$ cat src/rtl/core/ilis_pkg.sv
package ilis_pkg;

    localparam int CAPACITY = 64;
    localparam int POS_W    = 8;
    localparam int ELEM_W   = 32;
    localparam int CNT_W    = $clog2(CAPACITY + 1);
    localparam int IDX_W    = $clog2(CAPACITY);
    localparam int CMP_W    = ((POS_W > CNT_W) ? POS_W : CNT_W) + 1;
    localparam int STAT_W   = 2;
    localparam int CMD_W    = 2;

    localparam int IN_DATA_W  = ((POS_W + ELEM_W + 7) / 8) * 8;
    localparam int OUT_DATA_W = ((ELEM_W + CNT_W + 7) / 8) * 8;

    localparam logic [CMD_W-1:0] CMD_GET    = 2'd0;
    localparam logic [CMD_W-1:0] CMD_SET    = 2'd1;
    localparam logic [CMD_W-1:0] CMD_INSERT = 2'd2;
    localparam logic [CMD_W-1:0] CMD_APPEND = 2'd3;

    localparam logic [STAT_W-1:0] STAT_OK    = 2'd0;
    localparam logic [STAT_W-1:0] STAT_RANGE = 2'd1;
    localparam logic [STAT_W-1:0] STAT_FULL  = 2'd2;

    typedef struct packed {
        logic capture;
        logic execute;
    } ctrl_t;

    typedef struct packed {
        logic out_busy;
    } stat_t;

endpackage

$ cat src/rtl/core/ilis_datapath.sv
module ilis_datapath (
    input  logic                              clk,
    input  logic                              rst_n,
    input  ilis_pkg::ctrl_t                   ctrl,
    output ilis_pkg::stat_t                   stat,
    input  logic [ilis_pkg::CMD_W-1:0]        in_command,
    input  logic [ilis_pkg::POS_W-1:0]        in_position,
    input  logic [ilis_pkg::ELEM_W-1:0]       in_element,
    output logic                              out_valid,
    input  logic                              out_ready,
    output logic [ilis_pkg::ELEM_W-1:0]       out_read_element,
    output logic [ilis_pkg::CNT_W-1:0]        out_element_count,
    output logic [ilis_pkg::STAT_W-1:0]       out_status
);
    import ilis_pkg::*;

    localparam logic [CMP_W-1:0] CAP_C = CMP_W'(CAPACITY);

    logic [CMD_W-1:0]  command_reg;
    logic [POS_W-1:0]  position_reg;
    logic [ELEM_W-1:0] element_reg;

    logic [ELEM_W-1:0] cell_reg  [CAPACITY];
    logic [ELEM_W-1:0] cell_next [CAPACITY];
    logic [CNT_W-1:0]  count_reg;
    logic [CNT_W-1:0]  count_next;

    logic              out_valid_reg;
    logic [ELEM_W-1:0] rd_reg;
    logic [ELEM_W-1:0] rd_next;
    logic [CNT_W-1:0]  cnt_out_reg;
    logic [STAT_W-1:0] status_reg;
    logic [STAT_W-1:0] status_next;

    logic [CMP_W-1:0]  count_ext;
    logic [CMP_W-1:0]  pos_ext;
    logic [CMP_W-1:0]  target;
    logic              in_range;
    logic              full;
    logic              want_insert;
    logic              do_insert;
    logic              do_write;

    assign count_ext   = CMP_W'(count_reg);
    assign pos_ext     = CMP_W'(position_reg);
    assign target      = (command_reg == CMD_APPEND) ? count_ext : pos_ext;
    assign in_range    = (pos_ext < count_ext);
    assign full        = (count_ext >= CAP_C) || (target >= CAP_C);
    assign want_insert = (command_reg == CMD_INSERT) || (command_reg == CMD_APPEND)
                         || ((command_reg == CMD_SET) && !in_range);
    assign do_insert   = want_insert && !full;
    assign do_write    = (command_reg == CMD_SET) && in_range;

    assign stat.out_busy = out_valid_reg && !out_ready;

    always_comb
    begin
        count_next  = count_reg;
        rd_next     = '0;
        status_next = STAT_OK;
        if (do_insert)
        begin
            if (target < count_ext)
            begin
                count_next = count_reg + CNT_W'(1);
            end
            else
            begin
                count_next = CNT_W'(target + CMP_W'(1));
            end
        end
        else if (want_insert)
        begin
            status_next = STAT_FULL;
        end
        if (command_reg == CMD_GET)
        begin
            if (in_range)
            begin
                rd_next = cell_reg[position_reg[IDX_W-1:0]];
            end
            else
            begin
                status_next = STAT_RANGE;
            end
        end
    end

    // cells above the count stay zero, so a shift or gap needs no explicit clear
    always_comb
    begin
        for (int i = 0; i < CAPACITY; i++)
        begin
            cell_next[i] = cell_reg[i];
            if ((do_insert || do_write) && (target == CMP_W'(i)))
            begin
                cell_next[i] = element_reg;
            end
            else if (do_insert && (target < CMP_W'(i)) && (i > 0))
            begin
                cell_next[i] = cell_reg[(i > 0) ? i - 1 : 0];
            end
        end
    end

    always_ff @(posedge clk)
    begin
        if (ctrl.capture)
        begin
            command_reg  <= in_command;
            position_reg <= in_position;
            element_reg  <= in_element;
        end
        if (ctrl.execute)
        begin
            rd_reg      <= rd_next;
            cnt_out_reg <= count_next;
            status_reg  <= status_next;
        end
    end

    always_ff @(posedge clk or negedge rst_n)
    begin
        if (!rst_n)
        begin
            for (int i = 0; i < CAPACITY; i++)
            begin
                cell_reg[i] <= '0;
            end
            count_reg     <= '0;
            out_valid_reg <= 1'b0;
        end
        else
        begin
            if (ctrl.execute)
            begin
                for (int i = 0; i < CAPACITY; i++)
                begin
                    cell_reg[i] <= cell_next[i];
                end
                count_reg     <= count_next;
                out_valid_reg <= 1'b1;
            end
            else if (out_ready)
            begin
                out_valid_reg <= 1'b0;
            end
        end
    end

    assign out_valid         = out_valid_reg;
    assign out_read_element  = rd_reg;
    assign out_element_count = cnt_out_reg;
    assign out_status        = status_reg;

    a_count_bound: assert property (@(posedge clk) disable iff (!rst_n)
        CMP_W'(count_reg) <= CAP_C)
        else $error("element count exceeds capacity");

    a_exec_loads_out: assert property (@(posedge clk) disable iff (!rst_n)
        ctrl.execute |=> out_valid_reg)
        else $error("executed transaction not presented");

    a_refused_holds_count: assert property (@(posedge clk) disable iff (!rst_n)
        (ctrl.execute && (status_next != STAT_OK)) |=> $stable(count_reg))
        else $error("refused transaction changed count");

    a_no_exec_when_busy: assert property (@(posedge clk) disable iff (!rst_n)
        ctrl.execute |-> !(out_valid_reg && !out_ready))
        else $error("result overwritten while stalled");

endmodule

$ cat config.mk
export PLATFORM = sky130hd
export DESIGN_NAME = ilis_datapath
export DESIGN_NICKNAME = d
export VERILOG_FILES = /design/src/rtl/core/ilis_pkg.sv /design/src/rtl/core/ilis_datapath.sv
export SDC_FILE = /design/constraint.sdc
export NUM_CORES = 2
export LEC_CHECK = 0
export BUFFER_PORTS_ARGS = -buffer_cell sky130_fd_sc_hd__buf_4
export CAP_MARGIN = 20
export CORE_UTILIZATION = 55
export DETAILED_ROUTE_END_ITERATION = 12
export HOLD_SLACK_MARGIN = 0.1
export PLACE_DENSITY = 0.74
export SETUP_SLACK_MARGIN = 0.02
export SLEW_MARGIN = 20
export SYNTH_ARGS = -nofsm -noshare
export SYNTH_HDL_FRONTEND = slang
export SYNTH_SLANG_ARGS = --single-unit
$ cat constraint.sdc
create_clock -name clk -period 3.6 [get_ports clk]
set_input_delay 0.36 -clock clk [delete_from_list [all_inputs] [get_ports clk]]
set_output_delay 0.36 -clock clk [all_outputs]
set_load 0.01 [all_outputs]
# Yosys cells after proc, flatten, opt, wreduce, memory -nomap -nowiden
# Index checks and enable logic that the tools add are counted.
# op_classes
muxes	138
eq_ne	66
n_reduce_logical	269
bitwise_logic	1
order_cmp	68
mul	0
n_shift	0
add_sub_neg	2
div	0
# ops
cell	count
$mux 32	128
$eq 8x6->1 const B	32
$lt 8x6->1 const B	32
$bmux 32 s6	1
$logic_and 1x1->1	131
$reduce_and 2->1	65
$eq 8x5->1 const B	16
$lt 8x5->1 const B	16
$reduce_bool 2->1	64
$eq 8x4->1 const B	8
$lt 8x4->1 const B	8
$eq 8x3->1 const B	4
$lt 8x3->1 const B	4
$eq 8x2->1 const B	2
$lt 8x2->1 const B	2
$lt 8x7->1	2
$add 7x1->7 const B	2
$ge 7x7->1 const B	2
$mux 7	2
$logic_not 9->1	1
$eq 8x1->1 const B	1
$ge 8x7->1 const B	1
$lt 8x1->1 const B	1
$mux 2	4
8 further kinds	15
# totals
word_cells	616
latch_bits	0
romBits	0
register_bits	2139
memories	0
ram_bits	0

# Longest topological paths before layout
# logic_depth
depth_word	10
mapped_depth	21
depth_no_buf	17

# Worst setup path before layout
# No wires, ideal clock.
# synth_timing
kind	flip-flop to flip-flop
from	reg command_reg[0]
to	reg cnt_out_reg[4], in the netlist out_element_count[4] (data pin)
arrival_ps	3531
n_path_buf	5
path_stages_with_launch	21
t_required_ps	3338
path_slack_ps	-193
cell_sequence	edfxtp_1 > buf_2 > nand2_4 > buf_4 > buf_2 > a21boi_2 > inv_1 > ha_1 > nand2_1 > a21oi_1 > a211oi_1 > o211ai_1 > clkbuf_1 > nand3_1 > nand2_1 > ha_1 > clkbuf_1 > nand3_1 > xnor2_1 > o21ai_0 > o21ai_0
# synth_between
elab_chain_len	7
elab_cells_between_ends	15
cone_classes	add/sub (1); order compare (2); eq/ne (3); mux (3); reduce/logical (6)
# synth_lines
item	line	rtl
from (decl)	ilis_datapath.sv:19	logic [CMD_W-1:0] command_reg;
from (signal assigned)	ilis_datapath.sv:110	command_reg <= in_command;
$eq 2x2->1	ilis_datapath.sv:46, ilis_datapath.sv:49	
$mux 8	ilis_datapath.sv:46	assign target = (command_reg == CMD_APPEND) ? count_ext : pos_ext;
$ge 8x7->1	ilis_datapath.sv:48	assign full = (count_ext >= CAP_C) || (target >= CAP_C);
$logic_or 1x1->1	ilis_datapath.sv:48	
$logic_not 1->1	ilis_datapath.sv:51	assign do_insert = want_insert && !full;
$logic_and 1x1->1	ilis_datapath.sv:51	
$mux 7 *	ilis_datapath.sv:61	if (do_insert)
via count_next[4]	ilis_datapath.sv:26	logic [CNT_W-1:0] count_next;
to (signal assigned)	ilis_datapath.sv:117	cnt_out_reg <= count_next;
to (decl)	ilis_datapath.sv:31	logic [CNT_W-1:0] cnt_out_reg;
# The timed path passes the listed nets; every way through them passes the cells marked *.
# A chain may end at the register's enable or synchronous reset.

# Final worst setup path
# layout_timing
from	reg position_reg[1]
to	reg cell_reg[650] (netlist name)
# layout_between
elab_chain_len	9
elab_cells_between_ends	18
cone_classes	order compare (3); eq/ne (1); mux (2); reduce/logical (12)
# layout_lines
item	line	rtl
from (decl)	ilis_datapath.sv:20	logic [POS_W-1:0] position_reg;
from (signal assigned)	ilis_datapath.sv:111	position_reg <= in_position;
$mux 8 or $lt 8x7->1 (tied branches)	ilis_datapath.sv:46, ilis_datapath.sv:47	
$ge 8x7->1 or $logic_not 1->1 (tied branches)	ilis_datapath.sv:48, ilis_datapath.sv:50	
$logic_or 1x1->1 or $logic_and 1x1->1 (tied branches)	ilis_datapath.sv:48, ilis_datapath.sv:50	
$logic_not 1->1 or $logic_or 1x1->1 (tied branches)	ilis_datapath.sv:51, ilis_datapath.sv:50	
$logic_and 1x1->1	ilis_datapath.sv:51	
$logic_or 1x1->1	ilis_datapath.sv:95	if ((do_insert || do_write) && (target == CMP_W'(i)))
$logic_and 1x1->1	ilis_datapath.sv:95	
$reduce_bool 2->1 (no source line)	n/a	
$reduce_and 2->1 (no source line)	n/a	
to (signal, indexed assignment)	ilis_datapath.sv:139	cell_reg[i] <= cell_next[i];
to (decl)	ilis_datapath.sv:23	logic [ELEM_W-1:0] cell_reg [CAPACITY];
# Parallel ways exist; a longest one is shown, timed or not.

==> summary.md <==
| Metric | Value |
|---|---|
| Initial DRC Count | 16280 |
| Largest cells by area after synthesis | dfrtp_1, mux4_2, nor2_1 |
| Max reg flops | 2048 |
| Htree depth | 4 |
| Hold Violations, Final | 0 |
| WP data arrival | 4.27 ns |
| Final Skew | 0.05991 ns |
| CTS Buf Count | 223 |
| Buffers on Ports | 89 |
| Syn_area_per_cell | 10.75 sq um |
| Avg WL per Cell | 35.11 microns |
| Final WL | 450300 microns |
| Layout cell share with drive strength beyond 1 | 20.45% |
| Most frequent cell after synthesis | dfrtp_1 |
| First-pass detailed-route iteration total | 9 |
| R2r endpoint | cell_reg[650]$_DFFE_PN0P_ |
| DIE HEIGHT | 445.7 microns |
| Setup TNS | 0 ns |
| IO Pins | 90 |
| Tmin final | 3.516 ns |
| Max VDD drop | 0.6379 mV |
| Worst Path Required | 4.35 ns |
| Leak | 0.05142 uW |
| Syn_nets | 10130 |
| GP Congestion | 0.9913 |
| Synthesis Warnings | 0 |
| Type of origin of the critical path | flip-flop |
| Skew-Pair Late Insertion Delay | 0.92 ns |
| Post-synth top area cell | dfrtp_1 |
| Setup violators final | 0 |
| Post-DP HPWL | 287500 microns |
| Pin count of the biggest net entering global routing | 164 |
| Worst hold path class | primary input to async pin |
| Status | completed |
| Worst Setup SP | position_reg[1]$_DFFE_PP_ |
| Nets@finish | 10060 |
| Pwr dens | 787.2 nW/um^2 |
| EDFF count, synth | 83 |
| Reg2Reg Setup Slack | 0.08 ns |
| Period utilization | 97.67% |
| Num rows | 162 |
| Global-route wire length before repair | 657600 microns |
| RSZ-0062 raised after global routing | no |
| Worst Path Max Fanout | 64 |
| Placed Cells | 12350 |
| GRT overflow | 0 |
| Setup crit end | cell_reg[650]$_DFFE_PN0P_ |
| Max_cap viols | 0 |
| Die Area | 198600 sq um |
| Post-route ant nets | 0 |
| Cell variety after synth | 76 |
| Seq/Total Area, Yosys | 49.83% |
| Synth-to-Final Area Change | 15.56% |
| Top cells by count, synth | dfrtp_1, nor2_1, o22ai_1 |
| Worst reg2reg path depth | 9 |
| CTS tree | done |
| Ys async rst share | 96.12% |
| Clock sinks | 2139 |
| Worst-path clk slew | 0.06 ns |
| Vias in the first global route | 96830 |
| Via-to-Cell Ratio | 7.597 |
| Final Non-Filler Cells | 12820 |
| Setup Crit Path Kind | flip-flop to flip-flop |
| Pins Over Slew Limit | 0 |
| Seq cells post-synth | 2139 |
| Synth Flop Type | dfrtp_1 |
| Vias | 97420 |
| Post-synthesis cell count | 10070 |
| CP endpoint kind | flip-flop |
| Post-synth top area share | 47.52% |
| Core area | 195200 sq um |
| Fmax | 284.4 MHz |
| Post-Syn Area | 108300 sq um |
| Clk Tree Root Cell | clkbuf_16 |
| Gr usage total | 45.08% |
| Antenna violations before repair | 14 |
| Chip width | 445.7 microns |
| Drt drc | 0 |
| Rel. slew slack | 25.14% |
| FF-to-FF Start | position_reg[1]$_DFFE_PP_ |
| Starting density of the core | 55.46% |
| Slew at the pin closest to its max-slew limit | 1.123 ns |
| CTS max path bufs | 3 |
-- critical path, stage by stage, from the launching register on --
cell and delay [ns]:
edfxtp_1 0.39, buf_4 0.37, buf_4 0.64, nand2_1 0.17, o21ai_1 0.23, nand3_2 0.36
or3_2 0.58, buf_12 0.20, o22ai_1 0.23, a21oi_1 0.07
-- placed cells by master, fill, tap and decap left out, types with 31 or more instances in the layout --
cell           instances
a211oi_1             235
a21o_1               100
a21oi_1              597
a221oi_1              66
a22o_1                97
a22oi_1              476
a31oi_1               39
buf_12               249
buf_4                504
clkbuf_1              52
clkbuf_16            228
clkbuf_8              45
clkinv_2              44
dfrtp_1             2056
dlygate4sd3_1         46
edfxtp_1              83
inv_1                367
mux2_2                36
mux2i_1              192
mux4_2               580
nand2_1              418
nand3_1              132
nor2_1              1498
nor2_2                31
nor3_1                48
o21a_1                76
o21ai_1               63
o21ai_2               41
o221a_2              149
o22a_1                64
o22ai_1              902
o2bb2ai_1            386
-- cell type report --
class	count	area [sq um]
Inverter	371	1400
Sequential cell	2139	53940
Clock buffer	325	6520
Timing Repair Buffer	812	9458
Tap cell	2624	3283
Clock inverter	93	1111
Multi-Input combinational cell	6456	49380
Fill cell	14770	70090
Antenna cell	4	10.01
-- how the worst min path moves through the flow --
stage | cells past startpoint | to | slack, ns
global route | 2 | element_reg[6]$_DFFE_PP_ | 0.19
CTS | 2 | element_reg[12]$_DFFE_PP_ | 0.17
global placement | 1 | cell_reg[1511]$_DFFE_PN0P_ | 0.42
floorplan | 0 | cell_reg[0]$_DFFE_PN0P_ | 0.06
detailed placement | 1 | cell_reg[1511]$_DFFE_PN0P_ | 0.43
finish | 2 | cell_reg[1511]$_DFFE_PN0P_ | 0.17
-- per-layer routing --
layer | share of wire, % | global-route usage, %
met1 | 33 | 56.12
met2 | 42 | 63.82
met3 | 15 | 15.07
met4 | 10 | 37.12
met5 | 0.063 | 0.5861
-- power breakdown --
| part | internal (uW) | switching [uW] |
|---|---|---|
| Clock | 13800 | 10500 |
| Sequential | 34800 | 10100 |
| Combinational | 14500 | 14700 |
| Total | 63100 | 35300 |
-- through the flow --
stage	total power, uW	hold WS (ns)	instance area [sq um]	util (%)	setup WS, ns
after floorplan	60390	0.06441	108300	-	0.02436
after global routing	102000	0.1881	125100	64.09	0.02360
after CTS	97200	0.1673	125000	64.05	0.08307
after detailed placement	73020	0.4348	116900	59.91	0.02723
after global placement	71180	0.4250	116700	59.79	0.03697
final	98480	0.1702	125100	64.09	0.08395
-- kinds of logic (layout without fill, tap and decap cells) --
group	count (synthesis)	in the layout	synth area share, %
other	0	4	0
XOR/XNOR	5	5	0.04045
multiplexers	813	813	14.28
flip-flops	2139	2139	49.83
buffers and inverters	1471	1601	5.400
AO/OA/AOI/OAI	3394	3394	22.03
adder cells (fa/ha/maj)	13	13	0.1503
AND/OR/NAND/NOR	2231	2231	8.273
-- repair_timing --
item                                   4_1_cts  5_1_grt
endpoints found under the hold margin      498        0
buffers inserted                             0        2
gates resized for setup                      1        8
hold buffers                                46        0
setup endpoints to repair                    7      122
Note: power is estimated with default switching activity, not from simulation.
